==> src/hdl/pwmdf_pkg.sv <==
`timescale 1ns / 1ps
package pwmdf_pkg;

  localparam int DEFAULT_FIFO_DEPTH = 512;

  localparam int CFG_IDX_W  = 2;
  localparam int CFG_DATA_W = 7;

  typedef enum logic [CFG_IDX_W-1:0] {
    CFG_ENABLE   = 2'd0,
    CFG_CHANNELS = 2'd1,
    CFG_VOLUME   = 2'd2
  } cfg_idx_t;

  typedef enum logic [1:0] {
    ST_OK    = 2'd0,
    ST_FULL  = 2'd1,
    ST_OFF   = 2'd2,
    ST_UNDER = 2'd3
  } status_t;

  localparam logic REQ_WRITE = 1'b0;
  localparam logic REQ_TICK  = 1'b1;

  localparam logic [1:0] CHANNELS_STEREO = 2'd2;
  localparam logic [6:0] VOLUME_MAX      = 7'd100;
  localparam logic [7:0] DUTY_MID        = 8'd128;
  localparam logic [7:0] DUTY_NONE       = 8'd0;
  localparam logic [16:0] DUTY_OFFSET    = 17'd32768;

  // floor(m / 100) == (m * RECIP_K) >> RECIP_SHIFT for m below 2^22
  localparam int          RECIP_SHIFT = 29;
  localparam logic [22:0] RECIP_K     = 23'd5368710;

  typedef struct packed {
    logic       stereo;
    logic [6:0] volume;
  } cfg_t;

endpackage

==> src/hdl/pwmdf_duty_pipe.sv <==
`timescale 1ns / 1ps
module pwmdf_duty_pipe (
  input  logic               clk,
  input  logic               adv,
  input  pwmdf_pkg::cfg_t    cfg,
  input  logic signed [15:0] left_sample,
  input  logic signed [15:0] right_sample,
  output logic [7:0]         duty
);
  import pwmdf_pkg::*;

  logic signed [16:0] sum_w;
  logic signed [16:0] half_w;
  logic signed [16:0] mono_w;
  logic signed [23:0] mono_ext_w;
  logic signed [23:0] vol_ext_w;
  logic [6:0]         vol_sat_w;
  logic signed [23:0] prod_w;
  logic signed [23:0] prod_r;
  logic [23:0]        mag_w;
  logic [44:0]        recip_w;
  logic [15:0]        quot_r;
  logic               neg_r;
  logic [16:0]        biased_w;

  // stage 1: average toward zero (stereo) or take left, scale by volume
  always_comb begin
    sum_w      = {left_sample[15], left_sample} + {right_sample[15], right_sample};
    half_w     = $signed(sum_w + {16'd0, sum_w[16]}) >>> 1;
    mono_w     = cfg.stereo ? half_w : {left_sample[15], left_sample};
    vol_sat_w  = (cfg.volume > VOLUME_MAX) ? VOLUME_MAX : cfg.volume;
    mono_ext_w = {{7{mono_w[16]}}, mono_w};
    vol_ext_w  = $signed({17'd0, vol_sat_w});
    prod_w     = mono_ext_w * vol_ext_w;
  end

  // stage 2: magnitude divided by 100 through the reciprocal
  always_comb begin
    mag_w   = prod_r[23] ? -prod_r : prod_r;
    recip_w = {23'd0, mag_w[21:0]} * {22'd0, RECIP_K};
  end

  always_ff @(posedge clk) begin
    if (adv) begin
      prod_r <= prod_w;
      quot_r <= recip_w[RECIP_SHIFT +: 16];
      neg_r  <= prod_r[23];
    end
  end

  // restore sign, offset, keep top byte
  always_comb begin
    biased_w = neg_r ? (DUTY_OFFSET - {1'b0, quot_r}) : (DUTY_OFFSET + {1'b0, quot_r});
    duty     = biased_w[15:8];
  end

endmodule

==> config.mk <==
export PLATFORM = sky130hd
export DESIGN_NAME = pwmdf_duty_pipe
export DESIGN_NICKNAME = d
export VERILOG_FILES = /design/src/hdl/pwmdf_pkg.sv /design/src/hdl/pwmdf_duty_pipe.sv
export SDC_FILE = /design/constraint.sdc
export NUM_CORES = 1
export LEC_CHECK = 0
export BUFFER_PORTS_ARGS = -buffer_cell sky130_fd_sc_hd__buf_2
export CAP_MARGIN = 20
export CORE_MARGIN = 2
export CORE_UTILIZATION = 35
export CTS_BUF_LIST = sky130_fd_sc_hd__clkbuf_8
export CTS_CLUSTER_SIZE = 24
export DETAILED_ROUTE_END_ITERATION = 16
export GPL_TIMING_DRIVEN = 0
export SYNTH_ARGS = -nofsm -noshare
export SYNTH_HDL_FRONTEND = slang
export SYNTH_SLANG_ARGS = --single-unit
==> constraint.sdc <==
create_clock -name clk -period 10 [get_ports clk]
set_input_delay 2 -clock clk [delete_from_list [all_inputs] [get_ports clk]]
set_output_delay 2 -clock clk [all_outputs]
set_load 0.03 [all_outputs]
==> metrics.yaml, run 1 <==
status: "finished, final reports clean"
seq_area_frac_synth: 0.0757
num-fill-cells: 4586
drt_iter0_markers: 457
yosysUniqueCellTypes: 64
max_slew_margin: 0.240
ant_nets: 0
fmax_ghz: 0.106
vias: 11300
wl_um: 35600
globalRouteOverflowTotal: 0
drcViolationCount: 0
reg2reg_depth: 26
arrival_ns: 9.45
maxSlewViolCount: 0
area_delta_synth_final_pct: 7.94
wire_per_inst_um: 15.1
crit_slowest_cell: "fa_1"
rsz0062_at_grt: "no"
r2r_end: "quot_r[14]"
netlist_area_um2: 15900
fin_nets: 2362
clockRootBuffer: "clkbuf_8"
clk_pin_slew_ns: 0.08
diodes: 0
tns_ns: 0
postPlaceCellArea_um2: 16900
synthesis.nets: 2295
start_util: 0.352
async_reset_ff_frac: 0
syn_avg_cell_area_um2: 9.42
final_core_util: 0.380
holdPathEnd: "neg_r"
synth_top_area_share: 0.331
cts_sinks: 40
cp_slowest_stage_delay_ns: 0.54
grt_pass1_wl_um: 59800
cts_tree: "yes"
cts-buffers-inserted: 5
dp_hpwl_um: 32100
gp_congestion: 0.883
cp_common_cell: "ha_1"
rr_startpoint: "prod_r[8]"
required_ns: 10.02
start_kind: "input port"
min_from: "prod_r[23]"
synth_area_leader_cell: "fa_1"
synth_top_cells_by_area: "fa_1 33%, ha_1 24%, inv_1 10%, edfxtp_1 7.6%, xnor2_1 3.3%"
globalRouteTotalUtil: 0.157
die_h_um: 217
min_path_type: "flop to flop"
drv_cap: 0
cp_max_fo: 8
core_um2: 45100
io_pins: 50
io_buffers: 48
die_w_um: 217
clockBufferDepth: 2
finalInstanceArea_um2: 17100
antenna_found_initial: 0
hold_viol: 0
synth_top_flop_cell: "edfxtp_1"
cts_hold_buffers: 0
period_share: 0.943
grt_max_degree: 41
dr.pass1.iters: 5
setup-violations-final: 0
rows: 78
drive_above_1_share: 0.0645
syn_inst: 1684
skew_ns: 0.00660
viasPerCell: 4.79
ys_ff_latch: 40
dieArea_um2: 47000
critPathCaptureType: "flop"
yosys_warnings: 0
max_slew.worst_pin.slew_ns: 1.14
critPathKind: "input port to flop"
grt_pass1_vias: 12100
min_period_ns: 9.43
cts_max_level: 2
insertion_delay_ns: 0.29
hold-path-cell-count: 0
synth-edff-count: 40
reg2reg_slack_ns: 0.95
[cells by family after synthesis]
| group | Yosys count | share of synthesized area |
|---|---|---|
| fa+ha+maj | 569 | 0.573 |
| compound gates | 189 | 0.0804 |
| simple gates | 343 | 0.112 |
| mux | 4 | 0.00260 |
| buf+inv | 454 | 0.110 |
| xor+xnor | 85 | 0.0469 |
| flops | 40 | 0.0757 |
[sequential cells by signal, summed over array words and instances (netlist names)]
signal,count
quot_r,16
prod_r,23
neg_r,1
[repair_timing]
action | CTS | global route
buffers inserted | 0 | 2
resized for setup | 2 | 10
endpoints found under the setup margin | 2 | 6
gates cloned | 0 | 0
pin swaps | 0 | 2
[synth_stat cells, types with 16 or more instances]
library cell	instances
ha_1	307
and3_1	16
nor3_1	34
edfxtp_1	40
inv_1	426
xor2_1	25
a21oi_1	58
nor2b_1	35
nor2_1	93
a21o_1	21
nand2_1	54
fa_1	262
xnor2_1	60
nand3_1	22
nand2b_1	19
o21ai_0	30
[worst max path at each step]
stage	from	to	slack (ns)	cells after the start
6_report	left_sample[5]	prod_r[23]	0.57	32
5_1_grt	left_sample[5]	prod_r[23]	0.1	32
4_1_cts	left_sample[5]	prod_r[23]	0.08	32
3_5_place_dp	left_sample[5]	prod_r[23]	-0.53	31
3_3_place_gp	left_sample[5]	prod_r[23]	-0.45	31
2_1_floorplan	left_sample[5]	prod_r[23]	0.89	30
[routing by layer]
layer,GRT usage,wire length [µm],vias to the layer above
li1,-,-,5524
met1,0.209,16600,5589
met2,0.288,18000,130
met3,0.00349,532,26
met4,0.0244,400,0
met5,0,0,-
[cell type report]
cell class / count / area (µm²) / area share
inverter: 426 / 1600 / 0.0934
clock buffer: 5 / 68.8 / 0.00402
timing repair buffer: 60 / 328 / 0.0191
sequential: 40 / 1200 / 0.0702
multi-input combinational: 1190 / 13000 / 0.757
buffer: 28 / 145 / 0.00848
clock inverter: 2 / 60.1 / 0.00351
tap: 600 / 751 / 0.0438
[stage by stage]
stage / hold WS, ns / worst slack, ns / instances
after floorplan: 0.532 / 0.887 / 1684
after global placement: 0.704 / -0.449 / 2332
after detailed placement: 0.703 / -0.531 / 2340
after CTS: 0.724 / 0.0788 / 2347
after global routing: 0.739 / 0.0973 / 2351
final: 0.704 / 0.568 / 2351
[layout by cell type, fill, tap and decap left out, types with 4 or more instances in the layout]
cell type / instances
and3_1: 16
nand2_1: 54
a21o_1: 21
or3_1: 11
a31o_2: 7
o21a_1: 5
nand4_1: 10
o2111ai_1: 4
fa_1: 262
nor3_1: 34
nor4_1: 6
a211oi_1: 9
nor3b_1: 8
inv_1: 426
a31oi_1: 7
edfxtp_1: 40
o21ai_0: 28
nor2_1: 93
buf_2: 51
o31ai_1: 7
buf_4: 19
clkbuf_1: 15
o21ai_1: 7
and2_1: 13
xor2_1: 24
nor2b_1: 35
o211ai_1: 4
ha_1: 307
clkbuf_8: 5
nand2b_1: 19
or2_2: 8
nand3_1: 22
xnor2_1: 60
a21oi_1: 57
a2111oi_0: 4
[worst max-delay path: cells and delay by family]
family                   cells  cell delay, ns
adder cells (fa/ha/maj)      7            2.64
AO/OA/AOI/OAI               11            2.40
AND/OR/NAND/NOR             10            2.01
buffers and inverters        4            0.35
Power of run 1 is not shown: default switching activity piles up to over one toggle a cycle in this logic, so the estimate is an artifact.
==> run 2, diff against run 1 <==
--- a/config.mk
+++ b/config.mk
@@ -6,13 +6,14 @@
 export NUM_CORES = 1
 export LEC_CHECK = 0
 export BUFFER_PORTS_ARGS = -buffer_cell sky130_fd_sc_hd__buf_2
-export CAP_MARGIN = 20
-export CORE_MARGIN = 2
+export CAP_MARGIN = 10
+export CORE_MARGIN = 8
 export CORE_UTILIZATION = 35
 export CTS_BUF_LIST = sky130_fd_sc_hd__clkbuf_8
 export CTS_CLUSTER_SIZE = 24
 export DETAILED_ROUTE_END_ITERATION = 16
 export GPL_TIMING_DRIVEN = 0
+export HOLD_SLACK_MARGIN = 0.12
 export SYNTH_ARGS = -nofsm -noshare
 export SYNTH_HDL_FRONTEND = slang
 export SYNTH_SLANG_ARGS = --single-unit
==> metrics.yaml, run 2 (synthesized netlist as in run 1, its figures left out) <==
wire_per_inst_um: 15.2
critPathKind: "input port to flop"
antenna_found_initial: 0
cp_common_cell: "fa_1"
layout_common_cells: "426 x inv_1, 307 x ha_1, 262 x fa_1"
grt_pass1_wl_um: 60000
io_buffers: 48
cts_sinks: 40
start_kind: "input port"
drive_above_1_share: 0.0619
setup-violations-final: 0
holdPathEnd: "neg_r"
final_common_cell: "inv_1"
grt_pass1_vias: 12000
ant_nets: 0
largest_reg_flops: 23
cp_slowest_stage_delay_ns: 0.55
gp_congestion: 0.890
rows: 78
grt_max_degree: 41
min_path_type: "flop to flop"
drcViolationCount: 0
num-fill-cells: 4587
max_slew_margin: 0.175
skew_ns: 0.0139
cp_max_fo: 8
cts_hold_buffers: 0
min_period_ns: 9.55
arrival_ns: 9.56
die_w_um: 229
crit_slowest_cell: "fa_1"
maxSlewViolCount: 0
required_ns: 10.02
min_from: "prod_r[23]"
cts_tree: "yes"
critPathCaptureType: "flop"
cts-buffers-inserted: 5
wl_um: 35800
path_buf_inv: 5
die_h_um: 229
diodes: 0
period_share: 0.955
clockBufferDepth: 2
status: "finished, final reports clean"
whs_ns: 0.743
fin_nets: 2356
drt_iter0_markers: 483
r2r_end: "quot_r[14]"
dieArea_um2: 52400
drv_cap: 0
insertion_delay_ns: 0.30
regMostFlops: "prod_r"
fmax_ghz: 0.105
cpLargestDelayFamily: "adder cells"
globalRouteOverflowTotal: 0
clockRootBuffer: "clkbuf_8"
dp_hpwl_um: 32000
reg2reg_depth: 26
reg_top3: "prod_r (23), quot_r (16), neg_r (1)"
post-cts-setup-buffers: 0
area_delta_synth_final_pct: 7.54
hold_viol: 0
clk_pin_slew_ns: 0.09
start_util: 0.352
dr.pass1.iters: 5
globalRouteTotalUtil: 0.138
vias: 11200
core_um2: 45100
tns_ns: 0
reg2reg_slack_ns: 0.85
io_pins: 50
hold-path-cell-count: 0
rr_startpoint: "prod_r[8]"
cts_max_level: 2
max_slew.worst_pin.slew_ns: 1.23
viasPerCell: 4.77
## run 2: how the worst max path moves through the flow
| stage | from | end | slack, ns | depth (start not counted) |
|---|---|---|---|---|
| 3_3_place_gp | left_sample[5] | prod_r[23] | -0.53 | 31 |
| 5_1_grt | left_sample[5] | prod_r[23] | -0.003 | 32 |
| 6_report | left_sample[5] | prod_r[23] | 0.45 | 31 |
| 4_1_cts | left_sample[5] | prod_r[23] | 0.02 | 32 |
| 2_1_floorplan | left_sample[5] | prod_r[23] | 0.89 | 30 |
| 3_5_place_dp | left_sample[5] | prod_r[23] | -0.57 | 31 |
## run 2: what timing repair did
| action | CTS | global route |
|---|---|---|
| endpoints found under the setup margin | 2 | 3 |
| pin swaps | 0 | 2 |
| gates resized for setup | 2 | 11 |
## run 2: area by class of cell
cell class | count | area [µm²] | area share
buffer | 28 | 145 | 0.00851
clock buffer | 5 | 68.8 | 0.00403
clock inverter | 3 | 42.5 | 0.00249
inverter | 426 | 1600 | 0.0937
multi-input combinational | 1190 | 13000 | 0.760
sequential | 40 | 1200 | 0.0704
tap | 600 | 751 | 0.0440
timing repair buffer | 54 | 283 | 0.0166
## run 2: layer usage
metal,track usage,vias to the layer above,part of all wire
li1,-,5512,-
met1,0.180,5500,0.46
met2,0.254,151,0.51
met3,0.00447,16,0.016
met4,0.0215,0,0.0081
met5,0,-,0
## run 2: per-stage QoR
stage	setup WS [ns]	instance area [µm²]	util	instances
global route	-0.00255	17100	0.378	2346
detailed placement	-0.569	16900	0.374	2335
CTS	0.0237	17000	0.377	2343
finish	0.455	17100	0.378	2346
floorplan	0.887	15900	-	1684
global placement	-0.528	16900	0.374	2332
Power of run 2 is left out for the same reason.
==> run 3, diff against run 2 <==
--- a/config.mk
+++ b/config.mk
@@ -8,12 +8,13 @@
 export BUFFER_PORTS_ARGS = -buffer_cell sky130_fd_sc_hd__buf_2
 export CAP_MARGIN = 10
 export CORE_MARGIN = 8
-export CORE_UTILIZATION = 35
+export CORE_UTILIZATION = 55
 export CTS_BUF_LIST = sky130_fd_sc_hd__clkbuf_8
 export CTS_CLUSTER_SIZE = 24
 export DETAILED_ROUTE_END_ITERATION = 16
 export GPL_TIMING_DRIVEN = 0
 export HOLD_SLACK_MARGIN = 0.12
+export PLACE_DENSITY = 0.72
 export SYNTH_ARGS = -nofsm -noshare
 export SYNTH_HDL_FRONTEND = slang
 export SYNTH_SLANG_ARGS = --single-unit
==> metrics.yaml, run 3 (synthesized netlist as in run 1, its figures left out) <==
status: "finished, final reports clean"
dr.pass1.iters: 7
reg_top3: "prod_r (23), quot_r (16), neg_r (1)"
grt_pass1_wl_um: 58300
layout_common_cells: "426 x inv_1, 307 x ha_1, 262 x fa_1"
regMostFlops: "prod_r"
hold_viol: 0
wire_per_inst_um: 16.1
wl_um: 34200
core_um2: 28500
maxSlewViolCount: 0
insertion_delay_ns: 0.30
cts_hold_buffers: 0
die_w_um: 186
gp_congestion: 0.900
start_util: 0.556
max_slew_margin: 0.158
path_buf_inv: 4
fin_nets: 2353
critPathKind: "input port to flop"
dieArea_um2: 34500
diodes: 0
post-cts-setup-buffers: 0
globalRouteMet3Util: 0.0105
critPathCaptureType: "flop"
arrival_ns: 9.62
grt_pass1_vias: 12400
clockRootBuffer: "clkbuf_8"
area_delta_synth_final_pct: 5.66
antenna_found_initial: 0
drt_iter0_markers: 506
globalRouteTotalUtil: 0.210
rows: 62
fmax_ghz: 0.104
io_pins: 50
cp_slowest_stage_delay_ns: 0.54
dp_hpwl_um: 30800
cts-buffers-inserted: 5
cts_sinks: 40
post_cts_resized: 1
cpLargestDelayFamily: "adder cells"
cts_max_level: 2
tns_ns: 0
drive_above_1_share: 0.0597
grt_max_degree: 41
io_buffers: 48
grt_util_met2: 0.391
drcViolationCount: 0
cts_tree: "yes"
required_ns: 10.04
vias: 11500
setup-violations-final: 0
max_slew.worst_pin.slew_ns: 1.25
clk_pin_slew_ns: 0.08
met1_usage: 0.259
start_kind: "input port"
place_ws_ns: -0.475
final_core_util: 0.587
min_path_type: "flop to flop"
drv_cap: 0
clockBufferDepth: 2
final_common_cell: "inv_1"
min_period_ns: 9.58
die_h_um: 186
top_usage_layer: "met2"
cp_common_cell: "ha_1"
skew_ns: 0.00567
timing.final.ws_setup_ns: 0.422
crit_slowest_cell: "fa_1"
period_share: 0.958
globalRouteOverflowTotal: 0
ant_nets: 0
rsz0062_at_grt: "no"
cp_max_fo: 8
viasPerCell: 5.39
largest_reg_flops: 23
run 3: cell count changes in the layout (fill, tap and decap cells not counted), sizes merged:
| cell | previous run | this run |
|---|---|---|
| clkbuf | 20 | 21 |
| buf | 67 | 63 |
run 3: metrics by stage:
step | std cells | hold WS (ns) | area (µm²)
3_5_place_dp | 2117 | 0.742 | 16600
3_3_place_gp | 2116 | 0.746 | 16600
6_report | 2127 | 0.747 | 16800
4_1_cts | 2125 | 0.763 | 16700
5_1_grt | 2127 | 0.769 | 16800
2_1_floorplan | 1684 | 0.532 | 15900
run 3: worst paths after layout:
path | start | to | slack (ns) | depth (start not counted)
max reg2reg | prod_r[8] | quot_r[14] | 0.84 | 26
min | prod_r[23] | neg_r | 0.75 | 0
min reg2reg | prod_r[23] | neg_r | 0.75 | 0
max | left_sample[5] | prod_r[23] | 0.42 | 32
run 3: final cells by class:
class / count / area (µm²)
Multi-Input combinational cell: 1190 / 13000
Inverter: 426 / 1600
Tap cell: 384 / 480
Timing Repair Buffer: 51 / 263
Fill cell: 2590 / 11800
Clock buffer: 5 / 68.8
Sequential cell: 40 / 1200
Buffer: 28 / 145
Clock inverter: 3 / 47.5
run 3: per-layer routing:
layer,share of wire,vias to the layer above
met5,0,-
met4,0.031,0
met3,0.026,74
met2,0.52,241
met1,0.43,5619
li1,-,5522
run 3: worst register-to-register path, cell delays in order, from the launching register on:
cell and delay [ns]:
edfxtp_1 0.43, or4_1 0.62, nor4_1 0.36, nand2b_1 0.15, or3_1 0.45, nor3_1 0.17, nor2_1 0.07, xor2_1 0.79
ha_1 0.44, fa_1 0.49, fa_1 0.54, fa_1 0.46, fa_1 0.57, inv_1 0.06, fa_1 0.53, inv_1 0.05
ha_1 0.28, ha_1 0.34, a21o_1 0.17, a21o_1 0.19, a221oi_1 0.54, nor2_1 0.10, o211ai_1 0.21, a21oi_1 0.18
or3_1 0.41, a21oi_1 0.20, xnor2_1 0.12
Power of run 3 is left out for the same reason.
